**src/rtl/core/ddmw_pkg.sv**
```systemverilog
// Shared types and constants for the differential drive mixer with watchdog.
// No dependencies; the mixer module refers to this package.
package ddmw_pkg;

  // Input item codes
  localparam logic OP_COMMAND = 1'b0;
  localparam logic OP_TICK    = 1'b1;

  // Configuration register indexes
  localparam logic [1:0] REG_HALF_BASE = 2'd0;
  localparam logic [1:0] REG_GAIN      = 2'd1;
  localparam logic [1:0] REG_TIMEOUT   = 2'd2;

  // Register reset values
  localparam logic [9:0]  HALF_BASE_RST = 10'd75;
  localparam logic [15:0] GAIN_RST      = 16'd30385;
  localparam logic [15:0] TIMEOUT_RST   = 16'd500;

  // Speed in um/s fits 27 bits signed; magnitudes 27 bits unsigned
  localparam int SPEED_W = 27;
  localparam int QUOT_W  = 18;

  // Divide by 1000: q0 = (x * floor(2^27 / 1000)) >> 27, then one correction
  localparam int                 RECIP_SHIFT = 27;
  localparam logic [QUOT_W-1:0]  RECIP_MULT  = 18'd134217;
  localparam logic signed [18:0] MILLI       = 19'sd1000;

  localparam logic [15:0] TICK_SAT = 16'hFFFF;

  typedef enum logic [3:0] {
    ST_IDLE,
    ST_TURN,
    ST_VEL,
    ST_SUM,
    ST_GAIN,
    ST_RECIP,
    ST_FIX,
    ST_CORR,
    ST_OUT
  } state_t;

endpackage

```
**src/rtl/core/ddmw_if.sv**
```systemverilog
// Valid/ready channel interfaces for the drive mixer: command in, duties out.
// Independent of the package.
interface ddmw_in_if;
  logic               valid;
  logic               ready;
  logic               opcode;
  logic signed [15:0] linear_velocity;
  logic signed [15:0] angular_velocity;

  modport source (output valid, opcode, linear_velocity, angular_velocity, input ready);
  modport sink   (input valid, opcode, linear_velocity, angular_velocity, output ready);
endinterface

interface ddmw_out_if;
  logic       valid;
  logic       ready;
  logic [7:0] left_forward;
  logic [7:0] left_reverse;
  logic [7:0] right_forward;
  logic [7:0] right_reverse;
  logic [7:0] indicator_level;
  logic       halted;

  modport source (output valid, left_forward, left_reverse, right_forward, right_reverse,
                  indicator_level, halted, input ready);
  modport sink   (input valid, left_forward, left_reverse, right_forward, right_reverse,
                  indicator_level, halted, output ready);
endinterface

```
**src/rtl/core/diff_drive_mixer_watchdog.sv**
```systemverilog
// Differential drive mixer with command watchdog; uses ddmw_pkg and ddmw_if.
// A new command or tick is accepted only in the idle state, once the previous result has
//   been loaded; the single shared multiplier, stepped through three multiplies per wheel
//   plus two setup multiplies, sets the pace of a command. The result register frees the
//   output side early.
// Reset (rst, synchronous): registers to defaults, duties zero, halted set.
module diff_drive_mixer_watchdog #(
  parameter int DUTY_MAX = 255
) (
  input  logic              clk,
  input  logic              rst,
  ddmw_in_if.sink           cmd,
  ddmw_out_if.source        rsp,
  input  logic              cfg_we,
  input  logic [1:0]        cfg_index,
  input  logic [15:0]       cfg_data
);

  localparam int DUTY_W = $clog2(DUTY_MAX + 1);
  localparam int SW     = ddmw_pkg::SPEED_W;
  localparam int QW     = ddmw_pkg::QUOT_W;

  // Configuration registers
  logic [9:0]  half_base;
  logic [15:0] gain;
  logic [15:0] timeout;

  // Architectural state
  logic [15:0]       elapsed;
  logic [15:0]       elapsed_next;
  logic              halted;
  logic [DUTY_W-1:0] lf_duty, lr_duty, rf_duty, rr_duty, led_duty;

  // Sequencer and working registers
  ddmw_pkg::state_t  state, state_next;
  logic              side;          // 0 left wheel, 1 right wheel
  logic signed [15:0] v_hold, w_hold;
  logic signed [SW-1:0] turn, vk;
  logic              neg;
  logic [SW-1:0]     mag;
  logic [SW-1:0]     xq;            // scaled speed awaiting divide by 1000
  logic [QW-1:0]     q0;
  logic [DUTY_W-1:0] left_mag;

  // Shared multiplier
  logic signed [27:0] mul_a;
  logic signed [18:0] mul_b;
  logic signed [46:0] prod;

  // Per-step combinational values
  logic signed [SW-1:0] sum_src, speed;
  logic [27:0]       rem;
  logic [QW-1:0]     q_fix;
  logic [DUTY_W-1:0] q_sat;
  logic              accept, rsp_load;

  assign cmd.ready = (state == ddmw_pkg::ST_IDLE);
  assign accept    = cmd.valid && cmd.ready;
  assign rsp_load  = (state == ddmw_pkg::ST_OUT) && (!rsp.valid || rsp.ready);

  // Sequencer
  always_ff @(posedge clk) begin
    if (rst) begin
      state <= ddmw_pkg::ST_IDLE;
    end else begin
      state <= state_next;
    end
  end

  always_comb begin
    state_next = state;
    case (state)
      ddmw_pkg::ST_IDLE: begin
        if (accept) begin
          state_next = (cmd.opcode == ddmw_pkg::OP_TICK) ? ddmw_pkg::ST_OUT
                                                        : ddmw_pkg::ST_TURN;
        end
      end
      ddmw_pkg::ST_TURN:  state_next = ddmw_pkg::ST_VEL;
      ddmw_pkg::ST_VEL:   state_next = ddmw_pkg::ST_SUM;
      ddmw_pkg::ST_SUM:   state_next = ddmw_pkg::ST_GAIN;
      ddmw_pkg::ST_GAIN:  state_next = ddmw_pkg::ST_RECIP;
      ddmw_pkg::ST_RECIP: state_next = ddmw_pkg::ST_FIX;
      ddmw_pkg::ST_FIX:   state_next = ddmw_pkg::ST_CORR;
      ddmw_pkg::ST_CORR:  state_next = side ? ddmw_pkg::ST_OUT : ddmw_pkg::ST_SUM;
      ddmw_pkg::ST_OUT: begin
        if (rsp_load) begin
          state_next = ddmw_pkg::ST_IDLE;
        end
      end
      default:            state_next = ddmw_pkg::ST_IDLE;
    endcase
  end

  // Multiplier operand select: one product per multiply step, registered into prod
  always_comb begin
    mul_a = '0;
    mul_b = '0;
    case (state)
      ddmw_pkg::ST_TURN: begin
        mul_a = 28'(w_hold);
        mul_b = {9'b0, half_base};
      end
      ddmw_pkg::ST_VEL: begin
        mul_a = 28'(v_hold);
        mul_b = ddmw_pkg::MILLI;
      end
      ddmw_pkg::ST_GAIN: begin
        mul_a = {1'b0, mag};
        mul_b = {3'b0, gain};
      end
      ddmw_pkg::ST_RECIP: begin
        mul_a = {1'b0, prod[SW+15:16]};           // speed * gain / 2^16
        mul_b = {1'b0, ddmw_pkg::RECIP_MULT};
      end
      ddmw_pkg::ST_FIX: begin
        mul_a = {10'b0, prod[ddmw_pkg::RECIP_SHIFT+QW-1:ddmw_pkg::RECIP_SHIFT]};
        mul_b = ddmw_pkg::MILLI;
      end
      default: begin
        mul_a = '0;
        mul_b = '0;
      end
    endcase
  end

  // Wheel speed: 1000*v minus turn on the left, plus turn on the right
  assign sum_src = side ? vk : prod[SW-1:0];
  assign speed   = side ? (sum_src + turn) : (sum_src - turn);

  // Quotient correction: q0 is exact or one short
  assign rem   = {1'b0, xq} - prod[27:0];
  assign q_fix = (rem >= 28'd1000) ? (q0 + QW'(1)) : q0;
  assign q_sat = (q_fix > QW'(DUTY_MAX)) ? DUTY_W'(DUTY_MAX) : DUTY_W'(q_fix);

  assign elapsed_next = (elapsed != ddmw_pkg::TICK_SAT) ? (elapsed + 16'd1) : elapsed;

  // Configuration writes, to be made only while idle; the block itself does not enforce it
  always_ff @(posedge clk) begin
    if (rst) begin
      half_base <= ddmw_pkg::HALF_BASE_RST;
      gain      <= ddmw_pkg::GAIN_RST;
      timeout   <= ddmw_pkg::TIMEOUT_RST;
    end else if (cfg_we) begin
      case (cfg_index)
        ddmw_pkg::REG_HALF_BASE: half_base <= cfg_data[9:0];
        ddmw_pkg::REG_GAIN:      gain      <= cfg_data;
        ddmw_pkg::REG_TIMEOUT:   timeout   <= cfg_data;
        default: ;
      endcase
    end
  end

  // Watchdog and duty state
  always_ff @(posedge clk) begin
    if (rst) begin
      elapsed  <= '0;
      halted   <= 1'b1;
      lf_duty  <= '0;
      lr_duty  <= '0;
      rf_duty  <= '0;
      rr_duty  <= '0;
      led_duty <= '0;
    end else begin
      if (accept) begin
        if (cmd.opcode == ddmw_pkg::OP_COMMAND) begin
          elapsed <= '0;
          halted  <= 1'b0;
        end else begin
          elapsed <= elapsed_next;
          // timeout: stop everything once
          if (!halted && (elapsed_next > timeout)) begin
            halted   <= 1'b1;
            lf_duty  <= '0;
            lr_duty  <= '0;
            rf_duty  <= '0;
            rr_duty  <= '0;
            led_duty <= '0;
          end
        end
      end
      if (state == ddmw_pkg::ST_CORR) begin
        if (!side) begin
          lf_duty <= neg ? '0 : q_sat;
          lr_duty <= neg ? q_sat : '0;
        end else begin
          rf_duty  <= neg ? '0 : q_sat;
          rr_duty  <= neg ? q_sat : '0;
          led_duty <= (left_mag > q_sat) ? left_mag : q_sat;
        end
      end
    end
  end

  // Side selector
  always_ff @(posedge clk) begin
    if (rst) begin
      side <= 1'b0;
    end else if (state == ddmw_pkg::ST_TURN) begin
      side <= 1'b0;
    end else if (state == ddmw_pkg::ST_CORR) begin
      side <= 1'b1;
    end
  end

  // Datapath working registers (no reset needed)
  always_ff @(posedge clk) begin
    if (accept) begin
      v_hold <= cmd.linear_velocity;
      w_hold <= cmd.angular_velocity;
    end
    case (state)
      ddmw_pkg::ST_TURN: prod <= mul_a * mul_b;
      ddmw_pkg::ST_VEL: begin
        turn <= prod[SW-1:0];
        prod <= mul_a * mul_b;
      end
      ddmw_pkg::ST_SUM: begin
        if (!side) begin
          vk <= prod[SW-1:0];
        end
        neg <= speed[SW-1];
        mag <= speed[SW-1] ? SW'(-speed) : SW'(speed);
      end
      ddmw_pkg::ST_GAIN: prod <= mul_a * mul_b;
      ddmw_pkg::ST_RECIP: begin
        xq   <= prod[SW+15:16];
        prod <= mul_a * mul_b;
      end
      ddmw_pkg::ST_FIX: begin
        q0   <= prod[ddmw_pkg::RECIP_SHIFT+QW-1:ddmw_pkg::RECIP_SHIFT];
        prod <= mul_a * mul_b;
      end
      ddmw_pkg::ST_CORR: begin
        if (!side) begin
          left_mag <= q_sat;
        end
      end
      default: ;
    endcase
  end

  // Result register: holds a transfer until taken, low 8 bits of each duty
  always_ff @(posedge clk) begin
    if (rst) begin
      rsp.valid <= 1'b0;
    end else if (rsp_load) begin
      rsp.valid <= 1'b1;
    end else if (rsp.ready) begin
      rsp.valid <= 1'b0;
    end
  end

  always_ff @(posedge clk) begin
    if (rsp_load) begin
      rsp.left_forward    <= 8'(lf_duty);
      rsp.left_reverse    <= 8'(lr_duty);
      rsp.right_forward   <= 8'(rf_duty);
      rsp.right_reverse   <= 8'(rr_duty);
      rsp.indicator_level <= 8'(led_duty);
      rsp.halted          <= halted;
    end
  end

endmodule

```
**src/flat_wrapper.sv**
```systemverilog
// flat-port wrapper written by rule: the top's interface ports become plain ports
module diff_drive_mixer_watchdog_flat 
#(
  parameter int DUTY_MAX = 255
)
  (clk, rst, cfg_we, cfg_index, cfg_data, cmd_valid, cmd_opcode, cmd_linear_velocity, cmd_angular_velocity, cmd_ready, rsp_valid, rsp_left_forward, rsp_left_reverse, rsp_right_forward, rsp_right_reverse, rsp_indicator_level, rsp_halted, rsp_ready);
  ddmw_in_if cmd_i ();
  ddmw_out_if rsp_i ();
  input  logic clk;
  input  logic rst;
  input  logic cfg_we;
  input  logic [1:0] cfg_index;
  input  logic [15:0] cfg_data;
  input wire logic [$bits(cmd_i.valid)-1:0] cmd_valid;
  input wire logic [$bits(cmd_i.opcode)-1:0] cmd_opcode;
  input wire logic [$bits(cmd_i.linear_velocity)-1:0] cmd_linear_velocity;
  input wire logic [$bits(cmd_i.angular_velocity)-1:0] cmd_angular_velocity;
  output wire logic [$bits(cmd_i.ready)-1:0] cmd_ready;
  output wire logic [$bits(rsp_i.valid)-1:0] rsp_valid;
  output wire logic [$bits(rsp_i.left_forward)-1:0] rsp_left_forward;
  output wire logic [$bits(rsp_i.left_reverse)-1:0] rsp_left_reverse;
  output wire logic [$bits(rsp_i.right_forward)-1:0] rsp_right_forward;
  output wire logic [$bits(rsp_i.right_reverse)-1:0] rsp_right_reverse;
  output wire logic [$bits(rsp_i.indicator_level)-1:0] rsp_indicator_level;
  output wire logic [$bits(rsp_i.halted)-1:0] rsp_halted;
  input wire logic [$bits(rsp_i.ready)-1:0] rsp_ready;
  assign cmd_i.valid = cmd_valid;
  assign cmd_i.opcode = cmd_opcode;
  assign cmd_i.linear_velocity = cmd_linear_velocity;
  assign cmd_i.angular_velocity = cmd_angular_velocity;
  assign cmd_ready = cmd_i.ready;
  assign rsp_valid = rsp_i.valid;
  assign rsp_left_forward = rsp_i.left_forward;
  assign rsp_left_reverse = rsp_i.left_reverse;
  assign rsp_right_forward = rsp_i.right_forward;
  assign rsp_right_reverse = rsp_i.right_reverse;
  assign rsp_indicator_level = rsp_i.indicator_level;
  assign rsp_halted = rsp_i.halted;
  assign rsp_i.ready = rsp_ready;
  diff_drive_mixer_watchdog #(.DUTY_MAX(DUTY_MAX)) u_core (.clk(clk), .rst(rst), .cmd(cmd_i), .rsp(rsp_i), .cfg_we(cfg_we), .cfg_index(cfg_index), .cfg_data(cfg_data));
endmodule
```
**config.mk**
```make
export PLATFORM = sky130hd
export DESIGN_NAME = diff_drive_mixer_watchdog_flat
export DESIGN_NICKNAME = d
export VERILOG_FILES = /design/src/rtl/core/ddmw_pkg.sv /design/src/rtl/core/ddmw_if.sv /design/src/rtl/core/diff_drive_mixer_watchdog.sv /design/src/flat_wrapper.sv
export SDC_FILE = /design/constraint.sdc
export NUM_CORES = 2
export LEC_CHECK = 0
export BUFFER_PORTS_ARGS = -buffer_cell sky130_fd_sc_hd__buf_4
export CORE_UTILIZATION = 65
export CTS_CLUSTER_DIAMETER = 200
export CTS_CLUSTER_SIZE = 28
export DETAILED_ROUTE_END_ITERATION = 10
export MAX_ROUTING_LAYER = met4
export PLACE_DENSITY_LB_ADDON = 0.15
export RECOVER_POWER = 50
export REMOVE_ABC_BUFFERS = 1
export SYNTH_ARGS = -nofsm -noshare
export SYNTH_HDL_FRONTEND = slang
export SYNTH_SLANG_ARGS = --single-unit
```
**constraint.sdc**
```tcl
create_clock -name clk -period 12.4 [get_ports clk]
set_input_delay 3.1 -clock clk [delete_from_list [all_inputs] [get_ports clk]]
set_output_delay 3.1 -clock clk [all_outputs]
set_load 0.005 [all_outputs]
```
## Yosys cells after proc, flatten, opt, wreduce, memory -nomap -nowiden

Cells that the tools add are included.
Widths: inputs -> output; s select.

- Logic and storage cells: 120
- Bits in registers: 358
- Output and inout bits: 43
- Bits of input ports: 56

- Order comparisons: 4
- Multiply operators: 1
- Eq/ne operators: 14
- Add/sub/neg operators: 6
- Bitwise gates (word level): 1
- Reduce and logical (&&, ||, !) cells: 18
- Muxes and demuxes: 46

Operators by type and width:

| cell | count |
|---|---|
| $mux 8 | 29 |
| $pmux 28 s5 | 1 |
| $pmux 18 s4 | 1 |
| $mux 27 | 2 |
| $mul 28x19->45 | 1 |
| $pmux 4 s9 | 1 |
| $mux 16 | 2 |
| $ge 28x10->1 const B | 1 |
| $sub 27x28->28 | 1 |
| $add 27x27->27 | 1 |
| $neg 27->27 | 1 |
| $sub 27x27->27 | 1 |
| $mux 26 | 1 |
| $add 18x1->18 const B | 1 |
| $gt 18x8->1 const B | 1 |
| $mux 18 | 1 |
| $add 16x1->16 const B | 1 |
| $eq 4x3->1 const B | 4 |
| $gt 16x16->1 | 1 |
| $mux 4 | 4 |
| $ne 16x16->1 const B | 1 |
| $reduce_and 2->1 | 6 |
| $eq 4x2->1 const B | 2 |
| $gt 8x8->1 | 1 |
| other kinds (16) | 24 |

## Depth between registers and ports, before layout

- Word-level depth: 9
- Gate-level depth with buffers: 38
- Depth with buffers taken out: 35

## Worst setup path before layout

No wires, ideal clock.

- Kind: register -> register
- Start point: register u_core.state[2]
- End point: register u_core.prod[44] (data pin)
- Required time: 12140 ps
- Path slack: 3382 ps
- Library setup time: 260 ps
- Cell stages (with the launch flop): 37
- Arrival time: 8758 ps
- Buffers on the path: 5
- Period minus slack after synthesis: 9018 ps
- Cells stage by stage: dfxtp_1 clkbuf_1 nand2b_1 clkbuf_1 nor2_1 clkbuf_1 clkbuf_1 nand2_1 nand3_1 clkbuf_1 nand2_1 fa_1 inv_1 fa_1 inv_1 fa_1 fa_1 inv_1 fa_1 fa_1 ha_1 a21o_1 a21o_1 a21oi_1 nor2_1 nor2_1 o21ai_0 a31oi_1 a21oi_1 a2111o_1 a21o_1 a21o_1 a21o_1 a21oi_1 o21ai_0 a21oi_1 xnor2_1

- Cells in the longest elaborated chain, start to end: 4
- Elaborated cells on any way between the ends: 9
- Classes of those cells: mul (1); eq/ne (5); mux (2); reduce/logical (1)

RTL lines:

| element | line | source |
|---|---|---|
| start, declared | diff_drive_mixer_watchdog.sv:35 | `ddmw_pkg::state_t state, state_next;` |
| start signal, assigned | diff_drive_mixer_watchdog.sv:64 | `state <= ddmw_pkg::ST_IDLE;` |
| start signal, assigned | diff_drive_mixer_watchdog.sv:66 | `state <= state_next;` |
| $eq 4x2->1 / $eq 4x3->1 (equally long branches) | diff_drive_mixer_watchdog.sv:99, diff_drive_mixer_watchdog.sv:212 |  |
| $reduce_or 2->1 (no line) | - |  |
| $pmux 18 s4 | diff_drive_mixer_watchdog.sv:99 | `case (state)` |
| $mul 28x19->45 (*) | - |  |
| end signal, assigned | diff_drive_mixer_watchdog.sv:213 | `ddmw_pkg::ST_TURN: prod <= mul_a * mul_b;` |
| end signal, assigned | diff_drive_mixer_watchdog.sv:216 | `prod <= mul_a * mul_b;` |
| end signal, assigned | diff_drive_mixer_watchdog.sv:225 | `ddmw_pkg::ST_GAIN: prod <= mul_a * mul_b;` |
| end, declared | diff_drive_mixer_watchdog.sv:48 | `logic signed [46:0] prod;` |

Mark *: on every way between the ends. The rest lies on a longest branch, timed or not.
A chain may end at the register's enable or synchronous reset.

## Worst setup path in the final report

- Start point: register u_core.state[0]
- End point: register u_core.prod[43] (data pin)

Same word-level chain as after synthesis.

==> run_results.csv <==
group,metric,value,unit
die,die_h,231,microns
die,rows,83,
worst_setup_path,r2r_end,"u_core.prod[43]",
global_route,grt_usage,0.393,
worst_setup_path,timing.rr.start,"u_core.state[0]",
routing,avgRoutedWirePerCell,23.0,microns
global_route,grt_overflow,0,
place,port_buffers,98,
logic_synthesis,yosysTopAreaCell,"fa_1",
sta,finalMaxSlewViolations,189,
worst_setup_path,cpPeakStageDelay,980,ps
die,io_pins,99,
sta,max_freq,96.2,MHz
logic_synthesis,synth_area_per_cell,9.51,sq um
logic_synthesis,async_flop_share,0,
worst_setup_path,r2r_setup_slack,2010,ps
worst_setup_path,cp_max_fo,19,
final_layout,fin_area,36100,sq um
clocking,path_clk_slew,110,ps
place,place_area,35700,sq um
hold_path,hold_path_depth,0,
clocking,clockBufferDepth,3,
worst_setup_path,ff2ff_path_depth,31,
worst_setup_path,critPathSlowestCell,"a22oi_1",
hold_path,min-delay-path-class,"flop to flop",
worst_setup_path,path_common_cell,"fa_1",
clocking,hold_buffers,0,
final_layout,utilization,0.700,
die,die_area,53500,sq um
logic_synthesis,synthCells,3598,
global_route,grt_util_met3,0.0503,
final_layout,area_growth,5.59,%
global_route,grt_use_met1,0.509,
logic_synthesis,synthDistinctLibCells,91,
pwr,peakVddDrop,0.0980,mV
sta,fin_crit,10390,ps
logic_synthesis,netlist.area_leader.share,0.267,
logic_synthesis,ys_seq_area_frac,0.284,
clocking,cts_max_level,1,
logic_synthesis,synth_area_leaders,"fa_1, edfxtp_1, ha_1, inv_1, dfxtp_1",
sta,hold_viol,0,
final_layout,drive_gt1_frac,0.0524,
pwr,p_leak,16.1,nW
sta,rsz0062_at_grt,"false",
logic_synthesis,yosysWarnings,0,
clocking,cts-resized-gates,0,
worst_setup_path,end_kind,"flop",
global_route,grt_pass1_wl,154,mm
logic_synthesis,yosys_most_used_dff,"edfxtp_1",
hold_path,hold_end,"u_core.rsp.indicator_level[5]",
routing,vias,26400,
logic_synthesis,synth_edf_count,253,
global_route,antenna_found_initial,4,
clocking,cts_root_buffer,"clkbuf_16",
routing,ant_nets,0,
sta,slew_headroom,-1.23,
routing,viasPerCell,6.12,
worst_setup_path,required,12710,ps
logic_synthesis,yosysMostFrequentCell,"inv_1",
sta,holdWs,425,ps
routing,wl,99.0,mm
logic_synthesis,yosys_register_bits,358,
worst_setup_path,crit_family,"compound AO/OA/AOI/OAI gates",
routing,drt_iter0_markers,2625,
global_route,grt_use_met2,0.617,
pwr,p_per_area,102,nW/um^2
die,core_area,51600,sq um
worst_setup_path,cp-start-kind,"flop",
sta,clock_skew,63.1,ps
logic_synthesis,syn_area,34200,sq um
flow_run,maxCapViolCount,3,
routing,drc,0,
run_status,status,"finished with violations",
clocking,cts_setup_buffers,0,
place,dp_hpwl,80.0,mm
final_layout,layout.nets,4323,
clocking,cts_tree,"yes",
global_route,grt_max_degree,87,
global_route,top_usage_layer,"met2",
worst_setup_path,arrival,10700,ps
clocking,clk_latency,570,ps
sta,fin_tns_setup,0,ps
die,start_util,0.663,
global_route,grt_pass1_vias,26600,
worst_setup_path,crit_type,"flop to flop",
sta,tightest_slew,3350,ps
hold_path,worstHoldStart,"u_core.led_duty[5]",
logic_synthesis,synthTopCellsByCount,"inv_1, nand2_1, fa_1",
sta,setup_viol,0,
routing,drt_pass1_iterations,6,
clocking,cts_buffers,16,
clocking,clock-sinks,358,
pwr,p_total,3.67,mW
worst_setup_path,crit_buf_inv,5,
run_status,violations,"max-capacitance violations, max-slew violations",
sta,period_share,0.838,
die,die_w,231,microns
place,gp_congestion,1.03,
kinds of logic after synthesis:
family / share of synthesized area
xor+xnor: 0.0393
mux: 0.00468
flops: 0.284
other cells: 0.000220
simple gates: 0.153
buf+inv: 0.0833
fa+ha+maj: 0.337
compound gates: 0.0985
layout by cell type (no fill, tap or decap), types with 105 or more instances in the layout:
master,n
a21oi_1,165
edfxtp_1,253
xnor2_1,108
nand2_1,513
inv_1,613
nor2_1,274
buf_4,112
dfxtp_1,105
ha_1,192
fa_1,456
worst max-delay path by stage:
stage                               start               to  slack [ps]  cells past startpoint
after CTS                 u_core.state[2]  u_core.prod[44]        2460                     32
after global routing      u_core.state[2]  u_core.prod[43]        1520                     35
after global placement    u_core.state[2]  u_core.prod[43]        2690                     30
final                     u_core.state[0]  u_core.prod[43]        2010                     31
after floorplan           u_core.state[3]  u_core.prod[44]        1700                     28
after detailed placement  u_core.state[2]  u_core.prod[44]        2460                     32
flip-flops by register name, indices dropped and copies added (netlist names), 10 cells and up:
register / cells
u_core.half_base: 10
u_core.prod: 45
u_core.gain: 16
u_core.timeout: 16
u_core.turn: 27
u_core.w_hold: 16
u_core.v_hold: 16
u_core.elapsed: 16
u_core.xq: 27
u_core.mag: 27
u_core.vk: 27
u_core.q0: 18
cell type report:
class	instances	area, sq um
Clock buffer	27	463
Fill cell	3866	15500
Inverter	614	2300
Antenna cell	2	5.00
Clock inverter	1	8.76
Timing Repair Buffer	135	995
Sequential cell	358	9700
Multi-Input combinational cell	2494	21800
Tap cell	680	851
routing by layer:
layer,routed length [microns],part of all wire
met2,46300,0.47
met3,8290,0.084
met5,0,0
met4,5820,0.059
met1,38600,0.39
power breakdown:
part	internal [mW]	leakage [nW]	switching (mW)
logic	0.539	12.7	0.937
registers	1.43	3.18	0.116
clock network	0.262	0.225	0.380
total	2.23	16.1	1.43
stage by stage:
step                      worst slack, ps  cells
final                                2010   4311
after global placement               2690   4281
after CTS                            2460   4309
after global routing                 1520   4311
after detailed placement             2460   4281
after floorplan                      1700   3466
Power figures use the tool's default switching activity.
